<file path="config.mk">
export PLATFORM = sky130hd
export DESIGN_NAME = kcht_fifo
export DESIGN_NICKNAME = d
export VERILOG_FILES = /design/src/design/kcht_pkg.sv /design/src/design/kcht_fifo.sv
export SDC_FILE = /design/constraint.sdc
export NUM_CORES = 1
export LEC_CHECK = 0
export ABC_CLOCK_PERIOD_IN_PS = 1400
export BUFFER_PORTS_ARGS = -buffer_cell sky130_fd_sc_hd__buf_2
export CAP_MARGIN = 0
export CORE_ASPECT_RATIO = 1.1
export CORE_MARGIN = 2
export CORE_UTILIZATION = 49
export DETAILED_ROUTE_END_ITERATION = 7
export GPL_TIMING_DRIVEN = 0
export PLACE_DENSITY_LB_ADDON = 0.05
export REMOVE_ABC_BUFFERS = 1
export SLEW_MARGIN = 20
export SYNTH_ARGS = -nofsm -noshare
export SYNTH_HDL_FRONTEND = slang
export SYNTH_SLANG_ARGS = --single-unit
</file>
<file path="constraint.sdc">
create_clock -name clk -period 1.4 [get_ports clk]
set_input_delay 0.28 -clock clk [delete_from_list [all_inputs] [get_ports clk]]
set_output_delay 0.28 -clock clk [all_outputs]
set_load 0.005 [all_outputs]
</file>
<file path="src/design/kcht_pkg.sv">
// Package for the keyed counter hash table: operation and status codes,
// FNV-1a constants, default sizes and the back-end state type. No dependencies.
package kcht_pkg;

  localparam int unsigned CHANNELS_DEF    = 4;
  localparam int unsigned BUCKETS_DEF     = 8;
  localparam int unsigned MAX_ENTRIES_DEF = 256;
  localparam int unsigned LABEL_BYTES_DEF = 16;
  localparam int unsigned SLOTS_DEF       = 512;

  localparam logic [31:0] FNV_BASIS = 32'd2166136261;
  localparam logic [31:0] FNV_PRIME = 32'd16777619;

  typedef enum logic [1:0] {
    OP_ADD   = 2'd0,
    OP_QUERY = 2'd1,
    OP_CLEAR = 2'd2,
    OP_RSVD  = 2'd3
  } op_t;

  typedef enum logic [2:0] {
    ST_UPDATED  = 3'd0,
    ST_INSERTED = 3'd1,
    ST_REJECTED = 3'd2,
    ST_ANSWERED = 3'd3,
    ST_CLEARED  = 3'd4
  } status_t;

  typedef enum logic [2:0] {
    BK_CLEAR,
    BK_IDLE,
    BK_MOD,
    BK_SLOT_RD,
    BK_SLOT_CHK,
    BK_ENT_CHK
  } bk_state_t;

endpackage

</file>
<file path="src/design/kcht_fifo.sv">
// Two-entry command queue between front and back end.
// Depends on kcht_pkg only for the common import style.
module kcht_fifo import kcht_pkg::*; #(
  parameter int unsigned WIDTH = 8
) (
  input  logic             clk,
  input  logic             rst_n,
  input  logic             push,
  input  logic [WIDTH-1:0] push_data,
  input  logic             pop,
  output logic             avail,
  output logic             full,
  output logic [WIDTH-1:0] pop_data
);

  logic [WIDTH-1:0] mem_r [2];
  logic             wp_r, wp_nxt, rp_r, rp_nxt;
  logic [1:0]       cnt_r, cnt_nxt;

  always_comb begin
    avail    = cnt_r != 2'd0;
    full     = cnt_r == 2'd2;
    pop_data = mem_r[rp_r];
    wp_nxt   = push ? ~wp_r : wp_r;
    rp_nxt   = pop ? ~rp_r : rp_r;
    cnt_nxt  = cnt_r + 2'(push) - 2'(pop);
  end

  always_ff @(posedge clk) begin
    if (push) mem_r[wp_r] <= push_data;
    if (!rst_n) begin
      wp_r  <= 1'b0;
      rp_r  <= 1'b0;
      cnt_r <= 2'd0;
    end else begin
      wp_r  <= wp_nxt;
      rp_r  <= rp_nxt;
      cnt_r <= cnt_nxt;
    end
  end

endmodule

</file>
### Word level (Yosys, flattened, before mapping)

Memories as Yosys holds them, arrays and structs flattened. A register that Yosys moved wholly into a read port is not among the register bits.
Cells that the tools add are included.

* flip-flop bits (word level): 4
* memory bits (writable): 16
* input port bits: 12
* output and inout bits: 10
* logic and storage cells: 14
* memories kept: 1

* add/subtract/negate cells: 2
* equal/unequal tests: 1
* muxes and demuxes: 4
* bitwise logic cells: 2
* reduce and logical (&&, ||, !) cells: 1

Memory list
* mem_r: depth 2, bits a word 8, read ports 1, clocked after Yosys merged registers in 1, write ports 1, line kcht_fifo.sv:16 `logic [WIDTH-1:0] mem_r [2];`

Operators by type and width (number)
* $mux W1: 4
* $add A2 B1 Y2: 1
* $eq A2 B2 Y1 const B: 1
* $not A1 Y1: 2
* $reduce_bool A2 Y1: 1
* $sub A2 B1 Y2: 1

### Logic depth before layout (Yosys ltp)

Gate-level depths: netlist of the first run.

* depth after elaboration: 3
* depth in mapped cells: 6
* depth with buffers taken out: 6

### Worst setup path after synthesis of the first run

OpenSTA, ideal clock, no wires.

* path kind: reg-to-reg
* start: register cnt_r[0]
* end: register cnt_r[1]
* library setup time: 0.065 ns
* data arrival time: 1.077 ns
* required time: 1.335 ns
* setup slack: 0.257 ns
* cell stages (with the launch flop): 7
* buffers on the path: 0
* clock period less this slack: 1.143 ns
* cell sequence: dfxtp_1 inv_1 ha_1 inv_1 ha_1 xnor3_1 nor2b_1

* longest elaborated chain between the ends: 2

Ends and longest elaborated chain
* start: declaration: line kcht_fifo.sv:18 `logic [1:0] cnt_r, cnt_nxt;`
* start signal: assignment: line kcht_fifo.sv:38 `cnt_r <= cnt_nxt;`
* $add A2 B1 Y2: line kcht_fifo.sv:26 `cnt_nxt = cnt_r + 2'(push) - 2'(pop);`
* $sub A2 B1 Y2: line kcht_fifo.sv:26

No other way between the ends.
A chain may end at the register's enable or synchronous reset.

==> qor.yml, run 1 <==
status: "finished with violations"
violations: "setup timing"
clk_pin_slew_ns: 0.10
core_area_um2: 1560
ir_worst_vdd_mv: 0.818
drv_slew: 0
arrival_ns: 1.17
worstSetupEndpointType: "primary output"
post_cts_buffers: 0
rsz0062_at_grt: "true"
layout-drive-gt1-share_pct: 48.6
skew_ns: 0.00121
grt_pass1_wl_um: 1590
tightest_slew_ns: 0.452
syn_inst: 46
place_ws_ns: -0.0443
use_met2_pct: 20.3
yosysSeqAreaShare_pct: 72.3
gp_congestion: 0.618
fin_crit_sh_pct: 104
period_minus_slack_ns: 1.45
htreeDepth: 1
met3_usage_pct: 2.35
powerDensity_nw_per_um2: 1190
final_area_um2: 1030
yosys_warnings: 0
ys_types: 12
antenna_left: 0
grt-busiest-layer: "met2"
grt_max_degree: 12
route.vias.total: 417
max_freq_mhz: 690
crit_path_max_fanout: 8
dieHeight_um: 46.5
required_ns: 1.12
relSlewSlack_pct: 69.7
die_x_um: 42.6
critPathKind: "reg2out"
ys_ff_latch: 21
hp-class: "in2reg"
num_antenna_cells: 0
grt_pass1_vias: 366
leakage_nw: 0.434
whs_ns: 0.179
drt_drc_violations_left: 0
clockBufferDepth: 2
avgSynthCellArea_um2: 17.5
io_buffers: 21
rows: 15
max_stage_delay_ns: 0.45
drt_iter0_drc: 2
fp.dieArea_um2: 1980
numCtsBuffers: 3
final-hold-violation-count: 0
synthesis.area_um2: 803
cts_root_buf: "clkbuf_4"
grt_use_total_pct: 11.4
placed_area_um2: 925
drv_cap: 0
drt_wl_total_um: 1020
final_common_cell: "edfxtp_1"
start_util_pct: 51.6
cts_tree: "built"
cts_num_sinks: 21
worstPathCellList: "mux2_4 -> buf_6"
area_growth_pct: 28.3
setup_slack_ns: -0.0493
layout.nets: 85
layout_common_cells: "edfxtp_1 (16), buf_2 (14), mux2_4 (8), buf_6 (7)"
antenna_found_initial: 0
wl_per_cell_um: 11.7
io_pins: 22
hold_buffers: 0
viasPerCell: 4.79
cp_slowest_cell: "dfxtp_4"
clk_latency_ns: 0.28
detail_route.first_pass.iterations: 2
grt-ovfl-total: 0
start_kind: "flop"
gr-usage-met1_pct: 14.1
setup_violations: 8
synth_stat cells:
master    count  area share [%]
xnor3_1       1             2.8
or2_1         1            0.78
buf_2         1            0.62
dfxtp_1       5              12
edfxtp_1     16              60
nor2b_1       4             3.1
ha_1          2             3.1
o21a_1        1            0.93
xor2_1        1             1.1
inv_1         2            0.93
and2_1        4             3.1
mux2_1        8              11
timing repair:
| action | in CTS | in global routing |
|---|---|---|
| setup endpoints to repair | 8 | 16 |
| endpoints found under the hold margin | 0 | 0 |
| resized for setup | 17 | 1 |
| pin swaps | 0 | 0 |
worst max-delay path: cells and delay by family, from the launching register on:
| kind | cells | cell delay [ns] |
|---|---|---|
| buffers and inverters | 1 | 0.11 |
| DFF | 1 | 0.45 |
| muxes | 1 | 0.32 |
power by group:
| group | switching (mW) | internal [mW] | total (mW) |
|---|---|---|---|
| clock | 0.154 | 0.110 | 0.264 |
| sequential | 0.0295 | 0.718 | 0.747 |
| combinational | 0.0673 | 0.147 | 0.214 |
| total | 0.251 | 0.975 | 1.23 |
layout make-up:
class / instances / area [um^2]
flip-flops and latches: 21 / 584
well taps: 17 / 21.3
clock buffers: 4 / 26.3
fillers: 117 / 527
multi-input cells: 22 / 243
inverters: 2 / 7.51
repair buffers: 21 / 149
metal layers:
layer | wire length, um | part of all wire [%] | vias to the layer above
met5 | 0 | 0 | -
li1 | - | - | 214
met2 | 551 | 54 | 12
met1 | 421 | 41 | 189
met4 | 7 | 0.69 | 0
met3 | 36 | 3.5 | 2
final timing paths:
path | startpoint | endpoint | slack [ns] | cells past startpoint
hold / removal | push_data[3] | mem_r[0][3] | 0.18 | 1
hold reg to reg | rp_r | flop | 0.58 | 2
setup reg to reg | cnt_r[0] | cnt_r[1] | 0.20 | 6
setup / recovery | flop | pop_data[1] | -0.05 | 2
cells by family (layout without fill, tap and decap cells):
group           after synthesis  count (layout)  synth area share, %
mux                           8               8                 11.2
fa+ha+maj                     2               2                 3.11
flops                        21              21                 72.3
simple gates                  9               9                 7.01
compound gates                1               1                0.935
buf+inv                       3              27                 1.56
xor+xnor                      2               2                 3.89
registers in the layout (all words and copies together) (netlist names), named ones only:
signal  count
rp_r        1
mem_r      16
wp_r        1
cnt_r       2
through the flow:
stage	TNS, ns	cells	total power [mW]	util (%)
finish	-0.373	87	1.23	66.2
global route	-0.727	87	1.29	66.2
CTS	-0.507	87	1.24	66.0
detailed placement	-0.352	83	0.927	59.4
global placement	-0.247	83	0.922	59.4
floorplan	0	45	0.853	-
No activity file was read; power rests on OpenSTA's default activity.
==> run 2: changes to the inputs <==
--- a/config.mk
+++ b/config.mk
@@ -5,16 +5,19 @@
 export SDC_FILE = /design/constraint.sdc
 export NUM_CORES = 1
 export LEC_CHECK = 0
+export ABC_AREA = 1
 export ABC_CLOCK_PERIOD_IN_PS = 1400
 export BUFFER_PORTS_ARGS = -buffer_cell sky130_fd_sc_hd__buf_2
 export CAP_MARGIN = 0
 export CORE_ASPECT_RATIO = 1.1
 export CORE_MARGIN = 2
-export CORE_UTILIZATION = 49
+export CORE_UTILIZATION = 53
+export CTS_BUF_LIST = sky130_fd_sc_hd__clkbuf_8
 export DETAILED_ROUTE_END_ITERATION = 7
 export GPL_TIMING_DRIVEN = 0
 export PLACE_DENSITY_LB_ADDON = 0.05
 export REMOVE_ABC_BUFFERS = 1
+export SKIP_LAST_GASP = 1
 export SLEW_MARGIN = 20
 export SYNTH_ARGS = -nofsm -noshare
 export SYNTH_HDL_FRONTEND = slang
==> run 2 against run 1 <==
  * Worst setup slack improved by 0.046 ns
  * Largest power group unchanged
  * The flow still finishes with violations (setup timing)
  * Clock skew is essentially flat
  * Clock power grew 38%
==> qor.yml, run 2 <==
yosys-top-cells-area: "edfxtp_1 (57%), mux2_4 (14%), dfxtp_1 (12%)"
layout.nets: 97
hold_buffers: 0
grt-ovfl-total: 0
final-hold-violation-count: 0
path_delay_family: "flip-flops"
die_x_um: 41.9
setup_violations: 5
violations: "setup timing"
critPathKind: "reg2out"
final_common_cell: "edfxtp_1"
rsz0062_at_grt: "true"
arrival_ns: 1.12
relSlewSlack_pct: 55.9
tns_ns: -0.00735
io_buffers: 21
start_util_pct: 55.1
synth_edf_count: 16
ys_ff_latch: 21
grt_use_total_pct: 13.6
ys_async_sr_fraction_pct: 0
dieHeight_um: 45.7
max_stage_delay_ns: 0.44
reg_top3: "mem_r (16), cnt_r (2)"
status: "finished with violations"
clk_latency_ns: 0.25
drv_slew: 0
grt_pass1_vias: 465
core_area_um2: 1520
worstSetupEndpointType: "primary output"
io_pins: 22
route.vias.total: 477
cts_num_sinks: 21
drv_cap: 0
fin_crit_sh_pct: 100
yosys_warnings: 0
tightest_slew_ns: 0.659
largest-register: "mem_r"
antenna_found_initial: 0
ir_worst_vdd_mv: 1.13
ys_types: 10
post-synth-top-count-cell: "edfxtp_1"
fp.dieArea_um2: 1910
synth_common_cells: "edfxtp_1 (16), nand2_1 (9), mux2_4 (8), nor2_1 (8), inv_1 (7)"
leakage_nw: 0.475
layout-drive-gt1-share_pct: 40.2
required_ns: 1.12
avgSynthCellArea_um2: 14.4
drt_drc_violations_left: 0
wl_per_cell_um: 11.6
synth-main-ff-cell: "edfxtp_1"
synth_top_cell_by_area: "edfxtp_1"
cts_root_buf: "clkbuf_8"
htreeDepth: 1
skew_ns: 0.00166
clk_pin_slew_ns: 0.07
grt_pass1_wl_um: 1870
whs_ns: 0.213
gp_congestion: 0.611
synth_top_cell_area_share_pct: 57.4
hp-class: "in2reg"
placed_area_um2: 952
hpwl_um: 848
viasPerCell: 4.82
period_minus_slack_ns: 1.40
powerDensity_nw_per_um2: 1230
largest_reg_flops: 16
syn_inst: 58
layout_common_cells: "edfxtp_1 (16), buf_2 (14), nand2_1 (9)"
rows: 15
drt_iter0_drc: 4
detail_route.first_pass.iterations: 4
num_antenna_cells: 0
worstPathCellList: "mux2_4 -> buf_6"
max_freq_mhz: 712
synthesis.area_um2: 837
setup_slack_ns: -0.00353
cts_tree: "built"
cp_slowest_cell: "dfxtp_4"
grt_max_degree: 12
crit_path_max_fanout: 8
path_buf_inv: 1
area_growth_pct: 24.8
drt_wl_total_um: 1140
antenna_left: 0
final_area_um2: 1040
numCtsBuffers: 3
start_kind: "flop"
clockBufferDepth: 2
yosysSeqAreaShare_pct: 69.4
fillCellCount: 106
-- run 2: kinds of logic after synthesis --
| family | Yosys count | synth area share [%] |
|---|---|---|
| adders and majority gates | 2 | 2.99 |
| muxes | 8 | 14.4 |
| AOI/OAI and AO/OA | 1 | 0.597 |
| buffers and inverters | 8 | 4.48 |
| DFF | 21 | 69.4 |
| and+or+nand+nor | 18 | 8.22 |
-- run 2: cell type report --
| class | instances | area [um^2] | area share [%] |
|---|---|---|---|
| clock inverter | 1 | 3.75 | 0.359 |
| inverter | 7 | 26.3 | 2.51 |
| multi-input combinational | 29 | 219 | 21.0 |
| tap | 17 | 21.3 | 2.04 |
| timing repair buffer | 21 | 149 | 14.3 |
| sequential | 21 | 584 | 55.9 |
| clock buffer | 3 | 41.3 | 3.95 |
-- run 2: timing repair --
action	CTS	global route
endpoints found under the setup margin	8	8
endpoints found under the hold margin	0	0
setup buffers	0	0
resized for setup	9	0
-- run 2: path summary, 6_finish.rpt --
path	start	endpoint	slack, ns	depth (start not counted)
setup / recovery	flop	pop_data[6]	-0.004	2
hold / removal	push_data[7]	mem_r[1][7]	0.21	1
setup reg to reg	cnt_r[0]	cnt_r[1]	0.11	8
hold reg to reg	rp_r	rp_r	0.51	2
-- run 2: stage by stage --
| step | util (%) | power (mW) | setup WS, ns | instances |
|---|---|---|---|---|
| 6_report | 68.7 | 1.28 | -0.00353 | 99 |
| 3_3_place_gp | 62.6 | 0.902 | 0.0389 | 95 |
| 5_1_grt | 68.7 | 1.34 | -0.0428 | 99 |
| 3_5_place_dp | 62.6 | 0.910 | 0.0328 | 95 |
| 2_1_floorplan | - | 0.843 | 0.212 | 57 |
| 4_1_cts | 68.7 | 1.30 | -0.0154 | 99 |
-- run 2: routing by layer --
metal	GRT usage (%)	wire (um)	vias up
li1	-	-	244
met1	13.5	446	220
met2	26.9	652	13
met3	3.57	45	0
met4	5.81	0	0
met5	0	0	-
-- run 2: power by group --
group	total [mW]	leakage (nW)	internal [mW]	switching, mW
registers	0.737	0.192	0.714	0.0226
logic	0.182	0.256	0.106	0.0764
clock network	0.364	0.0269	0.194	0.170
