### src/design/kcht_pkg.sv
// Package for the keyed counter hash table: operation and status codes,
// FNV-1a constants, default sizes and the back-end state type. No dependencies.
package kcht_pkg;

  localparam int unsigned CHANNELS_DEF    = 4;
  localparam int unsigned BUCKETS_DEF     = 8;
  localparam int unsigned MAX_ENTRIES_DEF = 256;
  localparam int unsigned LABEL_BYTES_DEF = 16;
  localparam int unsigned SLOTS_DEF       = 512;

  localparam logic [31:0] FNV_BASIS = 32'd2166136261;
  localparam logic [31:0] FNV_PRIME = 32'd16777619;

  typedef enum logic [1:0] {
    OP_ADD   = 2'd0,
    OP_QUERY = 2'd1,
    OP_CLEAR = 2'd2,
    OP_RSVD  = 2'd3
  } op_t;

  typedef enum logic [2:0] {
    ST_UPDATED  = 3'd0,
    ST_INSERTED = 3'd1,
    ST_REJECTED = 3'd2,
    ST_ANSWERED = 3'd3,
    ST_CLEARED  = 3'd4
  } status_t;

  typedef enum logic [2:0] {
    BK_CLEAR,
    BK_IDLE,
    BK_MOD,
    BK_SLOT_RD,
    BK_SLOT_CHK,
    BK_ENT_CHK
  } bk_state_t;

endpackage

### src/design/kcht_front.sv
// Front end: takes label bytes, folds the FNV-1a hash, buffers the label and
// classifies the command on the last byte. Depends on kcht_pkg.
module kcht_front import kcht_pkg::*; #(
  parameter int unsigned CHANNELS    = CHANNELS_DEF,
  parameter int unsigned BUCKETS     = BUCKETS_DEF,
  parameter int unsigned LABEL_BYTES = LABEL_BYTES_DEF,
  localparam int unsigned TABLES = CHANNELS * BUCKETS,
  localparam int unsigned TBL_W  = (TABLES > 1) ? $clog2(TABLES) : 1,
  localparam int unsigned LBL_W  = LABEL_BYTES * 8,
  localparam int unsigned CMD_W  = 4 + TBL_W + 32 + LBL_W + 64
) (
  input  logic             clk,
  input  logic             rst_n,
  input  logic             accept,
  input  logic [1:0]       in_op,
  input  logic [1:0]       in_channel,
  input  logic [2:0]       in_bucket,
  input  logic [7:0]       in_key_char,
  input  logic             in_char_present,
  input  logic             in_key_last,
  input  logic [31:0]      in_start_value,
  input  logic [31:0]      in_delta,
  output logic             cmd_push,
  output logic [CMD_W-1:0] cmd_data
);

  localparam int unsigned LEN_W = $clog2(LABEL_BYTES + 1);
  localparam int unsigned IDX_W = $clog2(LABEL_BYTES);

  logic [31:0]      hash_r, hash_nxt;
  logic [LEN_W-1:0] len_r, len_nxt;
  logic [LBL_W-1:0] buf_r, buf_nxt;

  logic             take;
  logic [31:0]      mixed, prod;
  logic [31:0]      lab_hash;
  logic [LEN_W-1:0] lab_len;
  logic [LBL_W-1:0] lab_buf;
  logic             fits, tvalid;
  logic [TBL_W-1:0] tbl;

  always_comb begin
    take     = in_char_present && (in_key_char != 8'd0);
    mixed    = hash_r ^ {24'd0, in_key_char};
    prod     = mixed * FNV_PRIME;
    lab_hash = take ? prod : hash_r;
    lab_len  = len_r;
    lab_buf  = buf_r;
    if (take && (len_r < LEN_W'(LABEL_BYTES))) begin
      lab_len = len_r + 1'b1;
      lab_buf[len_r[IDX_W-1:0]*8 +: 8] = in_key_char;
    end
    fits   = lab_len < LEN_W'(LABEL_BYTES);
    tvalid = (32'(in_channel) < CHANNELS) && (32'(in_bucket) < BUCKETS);
    tbl    = tvalid ? TBL_W'(32'(in_channel) * BUCKETS + 32'(in_bucket)) : '0;

    hash_nxt = hash_r;
    len_nxt  = len_r;
    buf_nxt  = buf_r;
    if (accept) begin
      if (in_key_last) begin
        hash_nxt = FNV_BASIS;
        len_nxt  = '0;
        buf_nxt  = '0;
      end else begin
        hash_nxt = lab_hash;
        len_nxt  = lab_len;
        buf_nxt  = lab_buf;
      end
    end
    cmd_push = accept && in_key_last;
    cmd_data = {in_op, tvalid, fits, tbl, lab_hash, lab_buf, in_start_value, in_delta};
  end

  always_ff @(posedge clk) begin
    if (!rst_n) begin
      hash_r <= FNV_BASIS;
      len_r  <= '0;
      buf_r  <= '0;
    end else begin
      hash_r <= hash_nxt;
      len_r  <= len_nxt;
      buf_r  <= buf_nxt;
    end
  end

endmodule

### config.mk
export PLATFORM = sky130hd
export DESIGN_NAME = kcht_front
export DESIGN_NICKNAME = d
export VERILOG_FILES = /design/src/design/kcht_pkg.sv /design/src/design/kcht_front.sv
export SDC_FILE = /design/constraint.sdc
export NUM_CORES = 1
export LEC_CHECK = 0
export ABC_AREA = 1
export BUFFER_PORTS_ARGS = -buffer_cell sky130_fd_sc_hd__buf_4
export CAP_MARGIN = 20
export CORE_AREA = 2 2 212 214
export DETAILED_ROUTE_END_ITERATION = 10
export DIE_AREA = 0 0 214 216
export GPL_ROUTABILITY_DRIVEN = 0
export SYNTH_ARGS = -nofsm -noshare
export SYNTH_HDL_FRONTEND = slang
export SYNTH_SLANG_ARGS = --single-unit
export TNS_END_PERCENT = 5
### constraint.sdc
create_clock -name clk -period 8.7 [get_ports clk]
set_input_delay 1.305 -clock clk [delete_from_list [all_inputs] [get_ports clk]]
set_output_delay 1.305 -clock clk [all_outputs]
set_load 0.02 [all_outputs]
---- Yosys cells after proc, flatten, opt, wreduce, memory -nomap -nowiden ----
Cells that the tools add are included.
cells by class
  $add $sub $neg .......................... 3
  multiply operators ...................... 1
  order comparisons ....................... 2
  shifts and indexed selects .............. 2
  multiplexer cells ....................... 7
  bitwise operators ....................... 1
  reduce and logical (&&, ||, !) cells .... 4
operator list
  operator                  count
  $mux 128                  2
  $bwmux 128                1
  $shift 8x34->128 const A  1
  $shiftx 8x34->128         1
  $mux 32                   2
  $neg 7->34                1
  $mul 32x25->32 const B    1
  $xor 32x8->32             1
  $lt 5x5->1 const B        2
  $mux 5                    2
  $reduce_bool 8->1         1
  $add 5x1->5 const B       1
  $add 5x3->5               1
  $logic_and 1x1->1         3
storage, ports and cells
  register bits after elaboration ......... 165
  bits of input ports ..................... 84
  logic and storage cells ................. 23

---- Depth between registers and ports, before layout ----
Gate-level depths: netlist (run 1).
  word-level depth ........................ 5
  depth in mapped cells ................... 28
  mapped depth without buffers ............ 28

---- Worst setup path after synthesis (run 1) ----
Ideal clock, no wire load.
  path type ............................... input -> output
  start point ............................. in in_key_char[7]
  end point ............................... out cmd_data[221]
  arrival ................................. 5853 ps
  required time ........................... 7395 ps
  setup slack ............................. 1542 ps
  stages .................................. 24
  path buffers ............................ 0
  path through ............................ or2_2 nand2_1 inv_1 ha_1 ha_1 fa_1 ha_1 fa_1 ha_1 inv_1 fa_1 inv_1 ha_1 nand2_1 inv_1 nand2_1 nand2_1 nand2_1 nand2_1 a21oi_1 nand2_1 nand2_1 nand2_1 a21boi_0
on the way
  cells in the longest elaborated chain, start to end .. 3
  elaborated cells on any way between the ends .. 5
  classes of those cells .................. 1 x mul; 1 x mux; 1 x bitwise; 2 x reduce/logical
RTL lines
  what                                                 line                                RTL
  from (decl)                                          kcht_front.sv:18                    input logic [7:0] in_key_char,
  $xor 32x8->32 or $reduce_bool 8->1 (tied branches)   kcht_front.sv:44, kcht_front.sv:43
  $mul 32x25->32 or $logic_and 1x1->1 (tied branches)  kcht_front.sv:45, kcht_front.sv:43
  $mux 32 (*)                                          kcht_front.sv:46                    lab_hash = take ? prod : hash_r;
  to (decl)                                            kcht_front.sv:24                    output logic [CMD_W-1:0] cmd_data
Every way passes the cells marked *; elsewhere a longest branch is shown, timed or not.

---- Final worst setup path (run 1) ----
  start point ............................. in in_key_char[5]
  end point ............................... out cmd_data[223]
The elaborated chain is that of the path after synthesis.

==> results of run 1 <==
==> cell usage in the layout, fill, tap and decap left out, types with 3 or more instances in the layout <==
cell type / instances
a21oi_1: 185
nand2_2: 4
or2_2: 11
o21ai_0: 41
nand3_1: 190
o21ai_1: 6
o31ai_1: 3
buf_4: 182
nor2_2: 8
nand4_1: 16
xnor2_1: 7
ha_1: 188
nor2_4: 7
inv_1: 431
dfxtp_1: 165
nor3_1: 12
fa_1: 74
clkinvlp_4: 3
nand3b_1: 7
nand2_1: 713
nor2_1: 90
and2_1: 70
clkbuf_16: 17
o21a_1: 25
inv_2: 3
xor2_1: 11
inv_6: 5
o211ai_1: 27
==> registers in the layout, indices dropped and copies added (netlist names) <==
register and cells:
hash_r 32, buf_r 128, len_r 5
==> cells by family (layout without fill, tap and decap cells) <==
| kind of cell | count (synthesis) | in the layout | synth area share |
|---|---|---|---|
| AO/OA/AOI/OAI | 294 | 294 | 0.0988 |
| XOR/XNOR | 18 | 18 | 0.00956 |
| adder cells (fa/ha/maj) | 262 | 262 | 0.233 |
| buffers and inverters | 598 | 652 | 0.158 |
| flip-flops | 165 | 165 | 0.200 |
| other | 1 | 1 | 0.000227 |
| AND/OR/NAND/NOR | 1139 | 1139 | 0.300 |
==> area by class of cell <==
| cell class | count | area, um2 |
|---|---|---|
| Tap cell | 592 | 741 |
| Clock inverter | 15 | 165 |
| Clock buffer | 17 | 425 |
| Fill cell | 4643 | 25600 |
| Inverter | 438 | 1660 |
| Timing Repair Buffer | 182 | 1370 |
| Multi-Input combinational cell | 1714 | 10600 |
| Sequential cell | 165 | 3300 |
==> per-stage QoR <==
step	area [um2]	worst slack [ns]
final	18200	0.884
after floorplan	16500	1.54
after CTS	18200	0.883
after global placement	17700	0.873
after global routing	18200	0.598
after detailed placement	17700	0.892
==> final timing paths <==
kind	slack, ns	cells after the start	start	endpoint
worst max-delay path	0.88	24	in_key_char[5]	cmd_data[223]
worst min-delay path	0.47	2	buf_r[58]	buf_r[58]
worst max register to register	3.14	23	hash_r[19]	hash_r[29]
worst min register to register	0.47	2	buf_r[58]	buf_r[58]
==> layer usage <==
layer | track usage | wire length (um) | vias up
li1 | - | - | 7745
met1 | 0.291 | 22900 | 7205
met2 | 0.362 | 23700 | 492
met3 | 0.0592 | 4100 | 106
met4 | 0.105 | 2130 | 8
met5 | 0 | 51 | -
==> worst max-delay path, delay by kind of cell <==
family	cells	cell delay, ns
fa+ha+maj	8	2.99
simple gates	7	0.91
buf+inv	7	0.55
xor+xnor	1	0.53
compound gates	1	0.23
==> flow_metrics.tcl, run 1 <==
set metrics [dict create \
    outcome "finished clean" \
    yosys-top-cells-area "dfxtp_1, nand2_1, ha_1, inv_1, fa_1" \
    cts_hold_buf 0 \
    start_kind "input pin" \
    rows 77 \
    cp.arrival_ns 6.51 \
    cp_cell_sequence "buf_4 > xor2_1 > ha_1 > ha_1 > fa_1 > ha_1 > fa_1 > ha_1 > inv_1 > fa_1 > inv_1 > ha_1 > nand2_1 > inv_1 > a21oi_1 > nand3_1 > nand2_1 > inv_1 > nor2_1 > inv_1 > nand2_1 > nand3_1 > and2_1 > buf_4" \
    antenna_cells 0 \
    critPathKind "in -> out" \
    grt-ovfl-total 0 \
    syn-num-nets 2823 \
    critPathMaxStageDelay_ns 0.53 \
    setup_viol 0 \
    dpl.hpwl_mm 41.0 \
    drt_iter0_drc 1206 \
    postRouteAntennaNets 0 \
    crit_fanout 5 \
    max_freq_mhz 128 \
    holdCritPathClass "reg -> reg" \
    synth.distinct_cells 47 \
    dieArea_um2 46200 \
    grt_usage 0.229 \
    floorplan.core_area_um2 43800 \
    grt_pass1_vias 15000 \
    synth_area_um2 16500 \
    avgSynthCellArea_um2 6.66 \
    postCtsResizedCells 0 \
    grt_max_degree 96 \
    period_share 0.898 \
    wl_mm 52.8 \
    slew_headroom 0.257 \
    viasPerCell 4.98 \
    drive_gt1_frac 0.103 \
    rsz0062_at_grt "no" \
    drv_slew 0 \
    post-place-cells 3091 \
    yosysTopAreaCell "dfxtp_1" \
    synth_common_cells "nand2_1, inv_1, nand3_1" \
    cp.required_ns 7.39 \
    die_w_um 214 \
    floorplan.initialDensity 0.376 \
    num_io_pins 318 \
    synth-edff-count 0 \
    finalSetupTns_ns 0 \
    nNetsFinal 2864 \
    utilization 0.416 \
    clock_sinks 165 \
    hold_viol 0 \
    drcViolationCount 0 \
    ys_ff_latch 165 \
    wl_per_cell_um 16.9 \
    instances_no_fill 3123 \
    endpoint_kind "output port" \
    dr.pass1.iters 5 \
    grt_pass1_wl_mm 82.4 \
    synth.most_common_cell "nand2_1" \
    ys.flop_type "dfxtp_1" \
    clk_pin_slew_ns 0.07 \
    root_buffer "clkbuf_16" \
    die_y_um 216 \
    cts_setup_buffers 0 \
    area_growth_pct 10.7 \
    ys_seq_area_frac 0.200 \
    clock_skew_ns 0.0141 \
    port_buffers 174 \
    synth.top_cell.area_share 0.200 \
    synthCells 2477 \
    clockBufferDepth 2 \
    synth_async_sr_flop_share 0 \
    via_count 15600 \
    numCtsBuffers 17 \
    clock_latency_ns 0.49 \
    cts_htree_levels 4 \
    cts_tree "yes" \
    maxCapViolations 0 \
    whs_ns 0.465 \
    yosys_warnings 0 \
    antenna_found_initial 4 \
    cpMaxStageDelayCell "xor2_1" \
    tightest_slew_ns 1.11 \
    finalCriticalPeriod_ns 7.82 \
]
Power of run 1 is not shown: default switching activity piles up to over one toggle a cycle in this logic, so the estimate is an artifact.
==> run 2: changes to the inputs <==
Settings changed: CORE_AREA 2 2 212 214 to 2 2 244 186, DIE_AREA 0 0 214 216 to 0 0 246 188, RECOVER_POWER set to 100.
==> flow_metrics.tcl, run 2 (synthesis gave the netlist of run 1 again) <==
set metrics [dict create \
    outcome "complete, but fails checks" \
    violations "max-capacitance violations, max-slew violations" \
    largest_registers "buf_r (128), hash_r (32), len_r (5)" \
    port_buffers 174 \
    cts_hold_buf 0 \
    holdCritPathClass "reg -> reg" \
    crit_buf_inv 7 \
    grt_pass1_wl_mm 83.0 \
    maxCapViolations 4 \
    slew_headroom -1.50 \
    drv_slew 234 \
    clk_pin_slew_ns 0.08 \
    critPathKind "in -> out" \
    period_share 0.939 \
    crit_family "adder cells" \
    via_count 15700 \
    rows 67 \
    cts_tree "yes" \
    numCtsBuffers 17 \
    postRouteAntennaNets 0 \
    area_growth_pct 8.22 \
    cp.required_ns 7.39 \
    clock_sinks 165 \
    finalCriticalPeriod_ns 8.17 \
    rsz0062_at_grt "no" \
    clock_skew_ns 0.0116 \
    tightest_slew_ns 3.76 \
    nNetsFinal 2868 \
    drcViolationCount 0 \
    mostFrequentLayoutCells "nand2_1, inv_1, nand3_1, ha_1, a21oi_1" \
    root_buffer "clkbuf_16" \
    cts_htree_levels 4 \
    postCtsResizedCells 0 \
    wl_mm 53.8 \
    drt_iter0_drc 1268 \
    setup_viol 0 \
    die_w_um 246 \
    antenna_found_initial 1 \
    largest_register "buf_r" \
    floorplan.initialDensity 0.375 \
    viasPerCell 5.04 \
    dieArea_um2 46200 \
    crit_fanout 5 \
    grt_pass1_vias 14600 \
    num_io_pins 318 \
    grt_usage 0.232 \
    finalSetupTns_ns 0 \
    cpMaxStageDelayCell "xor2_1" \
    floorplan.core_area_um2 44000 \
    wl_per_cell_um 17.2 \
    final_common_cell "nand2_1" \
    endpoint_kind "output port" \
    clockBufferDepth 2 \
    drive_gt1_frac 0.0647 \
    clock_latency_ns 0.46 \
    largest_reg_flops 128 \
    critPathMaxStageDelay_ns 0.57 \
    grt_max_degree 93 \
    grt-ovfl-total 0 \
    die_y_um 188 \
    max_freq_mhz 122 \
    dpl.hpwl_mm 41.9 \
    hold_viol 0 \
    start_kind "input pin" \
    cp.arrival_ns 6.87 \
    cts_setup_buffers 0 \
    dr.pass1.iters 5 \
]
==> run 2: worst paths after layout <==
path	cells past startpoint	startpoint	slack (ns)	end
worst max-delay path	26	in_key_char[2]	0.53	cmd_data[223]
worst max register to register	23	hash_r[5]	2.89	hash_r[31]
worst min-delay path	2	buf_r[35]	0.46	buf_r[35]
worst min register to register	2	buf_r[35]	0.46	buf_r[35]
==> run 2: metal layers <==
layer  wire length (um)  share of wire  GRT usage  vias to the layer above
met1              26000           0.48      0.348                     7301
met5                  0              0          0                        -
met3               4360          0.081     0.0472                       73
met4               1510          0.028     0.0762                        0
li1                   -              -          -                     7747
met2              21900           0.41      0.327                      611
==> run 2: area by class of cell <==
class / count / area [um2]
inverters: 438 / 1660
multi-input cells: 1714 / 10500
clock buffers: 18 / 429
fillers: 4712 / 26200
clock inverters: 14 / 139
well taps: 586 / 733
diodes: 1 / 2.50
flip-flops and latches: 165 / 3300
repair buffers: 186 / 1100
==> run 2: stage by stage <==
step	hold WS, ns	setup WS (ns)	instance area (um2)	std cells	util
finish	0.464	0.527	17800	3122	0.405
detailed placement	0.453	0.670	17700	3089	0.402
global route	0.483	0.199	17800	3122	0.405
floorplan	0.441	1.54	16500	2477	-
CTS	0.466	0.674	18200	3121	0.415
global placement	0.448	0.750	17700	3089	0.402
==> run 2: worst reg2reg max path: cells and delay by family, from the launching register on <==
kind / cells / cell delay (ns)
AOI/OAI and AO/OA: 1 / 0.25
xor gates and xnor gates: 1 / 0.66
adders and majority gates: 8 / 3.01
buffers and inverters: 5 / 0.26
DFF: 1 / 0.44
and+or+nand+nor: 8 / 1.08
Power of run 2 is left out for the same reason.
==> run 3: changes to the inputs <==
Settings changed: ABC_AREA 1 to 0, ABC_CLOCK_PERIOD_IN_PS set to 8700, CELL_PAD_IN_SITES_DETAIL_PLACEMENT set to 1, CELL_PAD_IN_SITES_GLOBAL_PLACEMENT set to 2, CORE_AREA 2 2 244 186 to 2 2 247 188, DIE_AREA 0 0 246 188 to 0 0 249 190, PLACE_DENSITY_LB_ADDON set to 0.1.
==> flow_metrics.tcl, run 3 <==
set metrics [dict create \
    largest_reg_flops 128 \
    cp.arrival_ns 7.06 \
    largest_registers "buf_r (128), hash_r (32), len_r (5)" \
    postLayoutCellArea_um2 16200 \
    nNetsFinal 2110 \
    drv_slew 209 \
    ys.flop_type "dfxtp_1" \
    violations "max-capacitance violations, max-slew violations" \
    tightest_slew_ns 2.99 \
    finalCriticalPeriod_ns 8.37 \
    yosysTopAreaCell "dfxtp_1" \
    dpl.hpwl_mm 39.4 \
    synthCells 1695 \
    finalSetupTns_ns 0 \
    synth-simple-area-share 0.156 \
    ff2ff_setup_slack_ns 2.74 \
    wl_per_cell_um 21.8 \
    dr.pass1.iters 5 \
    holdCritPathClass "reg -> reg" \
    grt.busiest_layer "met1" \
    maxCapViolations 4 \
    yosys_warnings 0 \
    synth.distinct_cells 63 \
    place_area_um2 16100 \
    endpoint_kind "output port" \
    rsz0062_at_grt "no" \
    grt_pass1_wl_mm 79.3 \
    grt_usage 0.220 \
    floorplan.core_area_um2 45200 \
    n_fill_cell 5376 \
    yosys-top-cells-area "dfxtp_1, ha_1, fa_1, nor2b_1, a22oi_1" \
    synth_compound_area_frac 0.161 \
    synth_area_um2 14700 \
    r2r_cells 20 \
    instances_no_fill 2372 \
    multiInputGateArea_um2 9760 \
    grt_pass1_vias 12700 \
    use_met3 0.0402 \
    min_from "buf_r[51]" \
    dieArea_um2 47300 \
    antenna_cells 0 \
    antenna_found_initial 0 \
    slew_headroom -0.995 \
    synth_common_cells "inv_1, ha_1, dfxtp_1" \
    postRouteAntennaNets 0 \
    via_count 12200 \
    syn-num-nets 2041 \
    outcome "complete, but fails checks" \
    post-place-cells 2340 \
    clockBufferDepth 2 \
    drt_iter0_drc 637 \
    largest_register "buf_r" \
    setup_viol 0 \
    grt_max_degree 81 \
    clock_skew_ns 0.0125 \
    met1_usage 0.334 \
    clock_sinks 165 \
    min_to "buf_r[51]" \
    clk_pin_slew_ns 0.07 \
    seq_area_um2 3300 \
    drcViolationCount 0 \
    ys_seq_area_frac 0.225 \
    start_kind "input pin" \
    synth-edff-count 0 \
    viasPerCell 5.13 \
    crit_path_start "in_key_char[1]" \
    ys_ff_latch 165 \
    avgSynthCellArea_um2 8.67 \
    cp.required_ns 7.39 \
    num_io_pins 318 \
    port_buffers 174 \
    drive_gt1_frac 0.0996 \
    synth.top_cell.area_share 0.225 \
    clock_latency_ns 0.47 \
    die_y_um 190 \
    cts_htree_levels 4 \
    crit_fanout 6 \
    synth_mux_area_frac 0.0551 \
    grt-ovfl-total 0 \
    final_common_cell "inv_1" \
    die_w_um 249 \
    area_growth_pct 10.1 \
    period_share 0.962 \
    root_buffer "clkbuf_16" \
    r2r_start "hash_r[1]" \
    rows 68 \
    synth_top_family_by_area "adder cells" \
    max_freq_mhz 119 \
    critPathKind "in -> out" \
    synth.most_common_cell "inv_1" \
    synth_xor_area_frac 0.0328 \
    r2r-end "hash_r[23]" \
    wl_mm 51.8 \
    grtUsageMet2 0.322 \
    hold_viol 0 \
    synth_async_sr_flop_share 0 \
    numCtsBuffers 17 \
    mostFrequentLayoutCells "inv_1, ha_1, dfxtp_1, nand2_1, nor2b_1" \
    min_path_cells 2 \
    cts_tree "yes" \
    floorplan.initialDensity 0.325 \
    synth_fa_ha_area_frac 0.261 \
]
[run 3: what timing repair did]
action | 4_1_cts | 5_1_grt
resized for setup | 0 | 1
buffers inserted | 0 | 0
endpoints found under the setup margin | 0 | 1
hold buffers | 0 | 0
[run 3: area by class of cell]
cell class | count | share of cell area
Multi-Input combinational cell | 1181 | 0.603
Clock inverter | 13 | 0.00874
Timing Repair Buffer | 201 | 0.0639
Inverter | 198 | 0.0459
Clock buffer | 19 | 0.0280
Tap cell | 595 | 0.0460
Sequential cell | 165 | 0.204
[run 3: worst max-delay path, stage by stage]
cell	delay, ns
buf_4	0.14
xor2_1	0.42
ha_1	0.34
ha_1	0.22
fa_1	0.49
ha_1	0.22
fa_1	0.48
ha_1	0.29
inv_1	0.05
fa_1	0.53
inv_1	0.04
ha_1	0.36
a21oi_1	0.23
o211ai_1	0.21
o21bai_1	0.51
a21boi_2	0.18
o41ai_1	0.42
xnor2_1	0.21
nand2_1	0.08
nand2_1	0.13
clkbuf_2	0.20
[run 3: layer usage]
| metal | vias up | wire [um] |
|---|---|---|
| li1 | 5830 | - |
| met1 | 6106 | 27500 |
| met2 | 215 | 21800 |
| met3 | 29 | 2050 |
| met4 | 0 | 441 |
| met5 | - | 0 |
[run 3: cell families after synthesis]
family          Yosys count
compound gates          342
xor+xnor                 55
fa+ha+maj               262
buf+inv                 349
flops                   165
mux                      72
other cells               1
simple gates            449
[run 3: worst max path at each step]
| stage | to | slack, ns | depth (start not counted) |
|---|---|---|---|
| 2_1_floorplan | cmd_data[216] | 0.61 | 20 |
| 3_3_place_gp | cmd_data[223] | 0.41 | 22 |
| 3_5_place_dp | cmd_data[223] | 0.27 | 22 |
| 4_1_cts | cmd_data[223] | 0.26 | 22 |
| 5_1_grt | cmd_data[223] | 0.01 | 22 |
| 6_report | cmd_data[219] | 0.33 | 21 |
[run 3: metrics by stage]
step	worst slack, ns	utilization	hold slack, ns
3_5_place_dp	0.268	0.356	0.498
2_1_floorplan	0.609	-	0.472
3_3_place_gp	0.408	0.356	0.486
6_report	0.331	0.358	0.514
4_1_cts	0.264	0.369	0.520
5_1_grt	0.0115	0.358	0.542
Power of run 3 is left out for the same reason.
